## src/rtl/rgbmx_pkg.sv

```systemverilog
package rgbmx_pkg;

	// Default geometry
	localparam int ROWS_DEF   = 8;
	localparam int COLS_DEF   = 8;
	localparam int COLORS_DEF = 3;
	localparam int LEVELS_DEF = 64;

	// Field widths
	localparam int OPCODE_W  = 1;
	localparam int PROW_W    = 3;
	localparam int PCOL_W    = 3;
	localparam int PCOLOR_W  = 2;
	localparam int BRIGHT_W  = 8;
	localparam int DRIVE_W   = 24;
	localparam int ROW_EN_W  = 8;

	// Input tdata layout
	localparam int PROW_LSB   = 0;
	localparam int PCOL_LSB   = PROW_LSB + PROW_W;
	localparam int PCOLOR_LSB = PCOL_LSB + PCOL_W;
	localparam int BRIGHT_LSB = PCOLOR_LSB + PCOLOR_W;
	localparam int S_DATA_W   = 16;

	// Output tdata layout
	localparam int DRIVE_LSB  = 0;
	localparam int ROW_EN_LSB = DRIVE_LSB + DRIVE_W;
	localparam int M_DATA_W   = 32;

	typedef enum logic [OPCODE_W-1:0] {
		OP_TICK  = 1'b0,
		OP_WRITE = 1'b1
	} opcode_t;

endpackage

```

## src/rtl/rgbmx_ram.sv

```systemverilog
module rgbmx_ram #(
	parameter int WIDTH = 8,
	parameter int DEPTH = 8
) (
	input  logic                                  clk,
	input  logic                                  we,
	input  logic [(DEPTH > 1 ? $clog2(DEPTH) : 1)-1:0] waddr,
	input  logic [WIDTH-1:0]                      wdata,
	input  logic                                  re,
	input  logic [(DEPTH > 1 ? $clog2(DEPTH) : 1)-1:0] raddr,
	output logic [WIDTH-1:0]                      rdata
);

	logic [WIDTH-1:0] mem [DEPTH];

	always_ff @(posedge clk) begin
		if (we) begin
			mem[waddr] <= wdata;
		end
		if (re) begin
			rdata <= mem[raddr];
		end
	end

endmodule

```

## src/rtl/rgb_led_matrix_pwm_scanner.sv

```systemverilog
// Channel  Dir  tdata (low bit up)                          tuser / tlast
// s_*      in   pixel_row, pixel_col, pixel_color, bright.  tuser: opcode
// m_*      out  column_drive, row_enable                    tlast: frame_done
//
// One request per cycle while s_tready is high; an accepted scan tick gives
// its result after the row memory read, then the compare into the output
// register. Write requests give no result.
// Reset clears the scan position and the per-entry valid bits, so the whole
// brightness store reads as zero at once; no clearing pass.
// A stalled output holds; s_tready drops only when both stages are full.
module rgb_led_matrix_pwm_scanner #(
	parameter int ROWS   = rgbmx_pkg::ROWS_DEF,
	parameter int COLS   = rgbmx_pkg::COLS_DEF,
	parameter int COLORS = rgbmx_pkg::COLORS_DEF,
	parameter int LEVELS = rgbmx_pkg::LEVELS_DEF
) (
	input  logic                              clk,
	input  logic                              arst_n,
	input  logic                              s_tvalid,
	output logic                              s_tready,
	// pixel_row[2:0], pixel_col[5:3], pixel_color[7:6], brightness[15:8]
	input  logic [rgbmx_pkg::S_DATA_W-1:0]    s_tdata,
	// opcode[0]
	input  logic [rgbmx_pkg::OPCODE_W-1:0]    s_tuser,
	output logic                              m_tvalid,
	input  logic                              m_tready,
	// column_drive[23:0], row_enable[31:24]
	output logic [rgbmx_pkg::M_DATA_W-1:0]    m_tdata,
	output logic                              m_tlast
);

	localparam int ROW_W  = (ROWS > 1) ? $clog2(ROWS) : 1;
	localparam int PH_W   = $clog2(LEVELS + 1);
	localparam int NLANES = COLS * COLORS;
	localparam int NVIS   = (NLANES < rgbmx_pkg::DRIVE_W) ? NLANES : rgbmx_pkg::DRIVE_W;
	localparam int BW     = rgbmx_pkg::BRIGHT_W;
	localparam int CMP_W  = BW + 1;

	// Unpacked request fields
	logic [rgbmx_pkg::PROW_W-1:0]   pixel_row;
	logic [rgbmx_pkg::PCOL_W-1:0]   pixel_col;
	logic [rgbmx_pkg::PCOLOR_W-1:0] pixel_color;
	logic [BW-1:0]                  brightness;

	assign pixel_row   = s_tdata[rgbmx_pkg::PROW_LSB +: rgbmx_pkg::PROW_W];
	assign pixel_col   = s_tdata[rgbmx_pkg::PCOL_LSB +: rgbmx_pkg::PCOL_W];
	assign pixel_color = s_tdata[rgbmx_pkg::PCOLOR_LSB +: rgbmx_pkg::PCOLOR_W];
	assign brightness  = s_tdata[rgbmx_pkg::BRIGHT_LSB +: BW];

	logic s_accept, tick_acc, write_acc, write_ok;
	logic s1_valid_s1, out_load;

	assign out_load  = s1_valid_s1 && (!m_tvalid || m_tready);
	assign s_tready  = !s1_valid_s1 || !m_tvalid || m_tready;
	assign s_accept  = s_tvalid && s_tready;
	assign tick_acc  = s_accept && (s_tuser == rgbmx_pkg::OP_TICK);
	assign write_acc = s_accept && (s_tuser == rgbmx_pkg::OP_WRITE);
	assign write_ok  = write_acc && (32'(pixel_row) < ROWS) && (32'(pixel_col) < COLS)
		&& (32'(pixel_color) < COLORS);

	// Scan position
	logic [ROW_W-1:0] row_q;
	logic [PH_W-1:0]  phase_q;
	logic             at_end, last_row;
	logic [ROW_W-1:0] shown_row;
	logic             show_row;
	logic [rgbmx_pkg::ROW_EN_W-1:0] row_en_next;

	assign at_end   = (phase_q == PH_W'(LEVELS));
	assign last_row = (row_q == ROW_W'(ROWS - 1));

	always_comb begin
		shown_row = row_q;
		show_row  = 1'b1;
		if (at_end) begin
			if (last_row) begin
				show_row = 1'b0;
			end else begin
				shown_row = row_q + ROW_W'(1);
			end
		end
		for (int i = 0; i < rgbmx_pkg::ROW_EN_W; i++) begin
			row_en_next[i] = show_row && (32'(shown_row) == i);
		end
	end

	always_ff @(posedge clk or negedge arst_n) begin
		if (!arst_n) begin
			row_q   <= '0;
			phase_q <= '0;
		end else if (tick_acc) begin
			if (!at_end) begin
				phase_q <= phase_q + PH_W'(1);
			end else begin
				phase_q <= '0;
				row_q   <= last_row ? '0 : row_q + ROW_W'(1);
			end
		end
	end

	// Valid bits: an entry never written reads as zero
	logic [NVIS-1:0] valid_q [ROWS];
	logic [NVIS-1:0] lane_we;

	always_ff @(posedge clk or negedge arst_n) begin
		if (!arst_n) begin
			for (int r = 0; r < ROWS; r++) begin
				valid_q[r] <= '0;
			end
		end else if (write_ok) begin
			valid_q[ROW_W'(pixel_row)] <= valid_q[ROW_W'(pixel_row)] | lane_we;
		end
	end

	// One row-addressed memory per channel position
	logic [BW-1:0] lane_rd [NVIS];

	for (genvar l = 0; l < NVIS; l++) begin : g_lane
		assign lane_we[l] = write_ok && (32'(pixel_col) == l / COLORS)
			&& (32'(pixel_color) == l % COLORS);

		rgbmx_ram #(
			.WIDTH (BW),
			.DEPTH (ROWS)
		) u_ram (
			.clk   (clk),
			.we    (lane_we[l]),
			.waddr (ROW_W'(pixel_row)),
			.wdata (brightness),
			.re    (tick_acc),
			.raddr (row_q),
			.rdata (lane_rd[l])
		);
	end

	// Stage 1: memory data arrives here
	logic [PH_W-1:0]                phase_s1;
	logic                           on_s1;
	logic [NVIS-1:0]                valid_s1;
	logic [rgbmx_pkg::ROW_EN_W-1:0] row_en_s1;
	logic                           done_s1;

	always_ff @(posedge clk or negedge arst_n) begin
		if (!arst_n) begin
			s1_valid_s1 <= 1'b0;
		end else if (s_tready) begin
			s1_valid_s1 <= tick_acc;
		end
	end

	always_ff @(posedge clk) begin
		if (tick_acc) begin
			phase_s1  <= phase_q;
			on_s1     <= !at_end;
			valid_s1  <= valid_q[row_q];
			row_en_s1 <= row_en_next;
			done_s1   <= at_end && last_row;
		end
	end

	logic [rgbmx_pkg::DRIVE_W-1:0] drive_s1;

	always_comb begin
		drive_s1 = '0;
		for (int l = 0; l < NVIS; l++) begin
			drive_s1[l] = on_s1 && valid_s1[l] && (CMP_W'(lane_rd[l]) > CMP_W'(phase_s1));
		end
	end

	// Output register
	logic m_valid_q;

	always_ff @(posedge clk or negedge arst_n) begin
		if (!arst_n) begin
			m_valid_q <= 1'b0;
		end else if (!m_valid_q || m_tready) begin
			m_valid_q <= s1_valid_s1;
		end
	end

	always_ff @(posedge clk) begin
		if (out_load) begin
			m_tdata <= {row_en_s1, drive_s1};
			m_tlast <= done_s1;
		end
	end

	assign m_tvalid = m_valid_q;

endmodule

```

## config.mk

```make
export PLATFORM = sky130hd
export DESIGN_NAME = rgb_led_matrix_pwm_scanner
export DESIGN_NICKNAME = d
export VERILOG_FILES = /design/src/rtl/rgbmx_pkg.sv /design/src/rtl/rgbmx_ram.sv /design/src/rtl/rgb_led_matrix_pwm_scanner.sv
export SDC_FILE = /design/constraint.sdc
export NUM_CORES = 2
export LEC_CHECK = 0
export BUFFER_PORTS_ARGS = -buffer_cell sky130_fd_sc_hd__buf_4
export CORE_ASPECT_RATIO = 0.7
export CORE_MARGIN = 1.5
export CORE_UTILIZATION = 66
export CTS_BUF_LIST = sky130_fd_sc_hd__clkbuf_4
export DETAILED_ROUTE_END_ITERATION = 8
export HOLD_SLACK_MARGIN = 0.02
export PLACE_DENSITY = 0.81
export REMOVE_ABC_BUFFERS = 1
export SLEW_MARGIN = 20
export SYNTH_ARGS = -nofsm -noshare
export SYNTH_HDL_FRONTEND = slang
export SYNTH_SLANG_ARGS = --single-unit
```

## constraint.sdc

```tcl
create_clock -name clk -period 9.5 [get_ports clk]
set_input_delay 0.475 -clock clk [delete_from_list [all_inputs] [get_ports clk]]
set_output_delay 0.475 -clock clk [all_outputs]
set_load 0.02 [all_outputs]
```

==> flow_summary.yaml <==
routing:
  wl_met3_mm: 19.9
  wl_per_cell_um: 26.6
  drtAntennaViolNets: 0
  drt-met1-wl_mm: 73.5
  highest_layer: "met4"
  drt_first_pass_iters: 5
  vias: 43900
  via_per_inst: 6.35
  drc: 0
  wirelength_mm: 184
  drt_iter0_drc: 5313
  wl_met2_mm: 86.5
logic_synthesis:
  avgSynthCellArea_um2: 18.1
  ys_seq_area_share_pct: 71.6
  synth_seq_cells: 2006
  synthCells: 4557
  synth_area_leaders: "edfxtp_1, mux4_2, dfrtp_1"
  netlist_area_um2: 82700
  synth_cell_types: 40
  synth-warning-count: 0
  yosysTopAreaCellShare_pct: 65.4
  yosys.area.top_type: "edfxtp_1"
timing:
  post-route-min-period_ns: 3.88
  max_freq_ghz: 0.258
  clock_skew_ns: 0.0688
  worst_slack_ns: 5.62
  drv_slew: 0
  hold_viol_final: 0
  timing.final.crit_share_pct: 40.8
  setup_violations: 0
  maxSlewHeadroom_pct: 22.5
  tightest_slew_ns: 1.16
  grt_setup_unrepaired: "no"
die:
  coreArea_um2: 124000
  die_w_um: 426
  die_h_um: 299
  num_rows: 108
  ios: 56
  die-area_um2: 127000
  floorplan.initialDensity_pct: 66.7
setup_path:
  r2r-end: "g_lane[6].u_ram.rdata[1]$_DFFE_PP_"
  rrSetupSlack_ns: 5.62
  worstSetupStartpoint: "row_q[2]$_DFFE_PN0P_"
  cp_slowest_cell: "buf_4"
  rr_worst_depth: 5
  crit_required_ns: 10.71
  worstSetupEndpointType: "register"
  cp-endpoint: "g_lane[6].u_ram.rdata[1]$_DFFE_PP_"
  cp-start-kind: "register"
  cp_data_arrival_time_ns: 5.09
  r2r-start: "row_q[2]$_DFFE_PN0P_"
  cp_cell_sequence: "inv_8 -> buf_4 -> buf_4 -> nand2_1 -> nand2_1"
  cp_max_fo: 95
  cpPeakStageDelay_ns: 0.89
  criticalPathCategory: "register to register"
grt:
  overflow: 0
  grt_pass1_wl_mm: 278
  grt_pass1_vias: 45200
  grt_max_degree: 149
  grt_use_total_pct: 29.7
  antenna_found_initial: 3
power_and_ir_drop:
  pwr-share-clk_pct: 31.6
  ir_drop_v: 0.000239
  p_leak_uw: 0.0325
  power.internal_uw: 15300
  comb_power_share_pct: 20.0
  seqPwrFrac_pct: 48.4
  switching_power_uw: 5690
  power_density_nw_per_um2: 232
  swShare_pct: 27.1
clocking:
  clock_sinks: 2006
  post_cts_buffers: 0
  cts_made_buffers: 451
  cts.path.max_buffers: 4
  cts_tree: "yes"
  path_clk_slew_ns: 0.08
  clkLatencyLatePin_ns: 1.37
  cts_resized: 0
  h-tree-depth: 5
  cts_root_buffer: "clkbuf_4"
hold_path:
  hp-class: "input pin to register"
run_status:
  outcome: "complete, no violations"
placed_design:
  io_buffers: 55
  gp_congestion: 0.810
  dp_hpwl_mm: 99.1
  pre_cts_ws_ns: 5.52
  dp_cells: 6077
cells_and_area:
  instances_no_fill: 6913
  nets: 5110
  layout-drive-gt1-share_pct: 29.4
  area_growth_syn_to_layout_pct: 9.59
  nFillCells: 7275
run:
  drv_cap: 0
[layout make-up]
class	count	area, um2	share of cell area [%]
antenna	8	20.0	0.0221
tap	1650	2060	2.28
clock buffer	680	5100	5.63
multi-input combinational	2182	21800	24.1
inverter	132	510	0.563
timing repair buffer	142	1310	1.45
sequential	2006	59200	65.4
clock inverter	113	554	0.612
[state kept, by name, summed over array words and instances (netlist names), 3 cells and up]
name                cells
g_lane.u_ram.mem     1536
g_lane.u_ram.rdata    192
m_tdata                32
phase_q                 7
phase_s1                7
row_en_s1               8
row_q                   3
valid_q               192
valid_s1               24
[stage by stage]
| stage | total power (uW) | instance area [um2] | util, % | hold slack (ns) | TNS [ns] |
|---|---|---|---|---|---|
| after global routing | 21900 | 90600 | 73.0 | 0.219 | 0 |
| after global placement | 14400 | 84500 | 68.1 | 0.403 | 0 |
| final | 21000 | 90600 | 73.1 | 0.236 | 0 |
| after CTS | 21100 | 90600 | 73.0 | 0.138 | 0 |
| after detailed placement | 14500 | 84500 | 68.2 | 0.405 | 0 |
| after floorplan | 14600 | 81500 | - | 0.179 | -1855.39 |
[critical path: cells and delay by family (launching register included)]
kind | cells | cell delay (ns)
buffers and inverters | 3 | 2.38
DFF | 1 | 0.76
and+or+nand+nor | 2 | 0.43
[routing by layer]
layer | vias up | track usage [%]
met4 | 0 | 10.2
met2 | 2510 | 45.0
met1 | 22300 | 43.9
li1 | 18700 | -
met3 | 332 | 6.53
met5 | - | 0
[what timing repair did]
action | in CTS | in global routing
hold buffers | 33 | 0
setup endpoints to repair | 0 | 0
endpoints found under the hold margin | 1250 | 0
[layout by cell type, fill, tap and decap left out, types with 8 or more instances in the layout]
master / instances
nand3_1: 26
o21ai_0: 28
mux2_4: 120
buf_6: 9
a21oi_1: 49
o21ba_2: 24
inv_1: 124
clkinv_2: 13
clkbuf_4: 680
buf_4: 92
dfrtp_1: 201
clkinv_1: 91
inv_2: 9
o211ai_1: 68
dlygate4sd3_1: 31
edfxtp_1: 1802
mux2_2: 78
ha_1: 174
nand4_1: 78
nor2_1: 229
nand2_1: 723
mux4_2: 480
diode_2: 8
nor2b_1: 49
[cells in the mapped netlist]
cell,n
a21boi_4,1
a21oi_1,49
and2_1,1
and2b_1,1
and3_1,3
and3b_1,4
buf_1,24
buf_2,56
buf_4,1
buf_6,28
clkbuf_1,128
clkinv_1,1
dfrtp_1,204
edfxtp_1,1802
ha_1,174
inv_1,131
mux2_2,78
mux2_4,120
mux2i_1,3
mux4_2,480
nand2_1,726
nand2b_1,8
nand2b_4,5
nand3_1,27
nand3_4,3
nand3b_1,5
nand4_1,78
nor2_1,229
nor2b_1,49
nor3_1,2
nor3b_1,4
nor3b_2,1
nor4b_1,1
o211ai_1,68
o211ai_2,4
o21ai_0,28
o21ba_2,24
o31ai_1,1
or3_1,2
xnor2_1,3
[logic make-up (layout without fill, tap and decap cells)]
group	Yosys count	count (layout)	share of synthesized area, %
buf+inv	369	1067	2.02
flops	2006	2006	71.6
other cells	0	8	0
xor+xnor	3	3	0.0318
compound gates	175	175	1.47
fa+ha+maj	174	174	2.63
mux	681	681	16.4
simple gates	1149	1149	5.88
[power groups by stage]
| stage | clock network, uW | registers [uW] | logic [uW] |
|---|---|---|---|
| final | 6640 | 10200 | 4210 |
| after global routing | 7150 | 10200 | 4570 |
| after CTS | 6730 | 10200 | 4180 |
| after detailed placement | 0 | 10400 | 4150 |
| after global placement | 0 | 10400 | 4040 |
| after floorplan | 0 | 10700 | 3930 |
[worst min-delay path by stage]
stage	from	to	slack, ns	cells after the start
4_1_cts	s_tdata[9]	g_lane[3].u_ram.mem[0][1]$_DFFE_PP_	0.14	2
2_1_floorplan	arst_n	m_tvalid$_DFFE_PN0N_	0.18	0
6_report	s_tdata[9]	g_lane[3].u_ram.mem[0][1]$_DFFE_PP_	0.24	2
5_1_grt	s_tdata[9]	g_lane[3].u_ram.mem[0][1]$_DFFE_PP_	0.22	2
3_3_place_gp	row_en_s1[2]$_DFFE_PP_	m_tdata[26]$_DFFE_PP_	0.40	0
3_5_place_dp	row_en_s1[1]$_DFFE_PP_	m_tdata[25]$_DFFE_PP_	0.40	0
No activity file was read; power rests on OpenSTA's default activity.
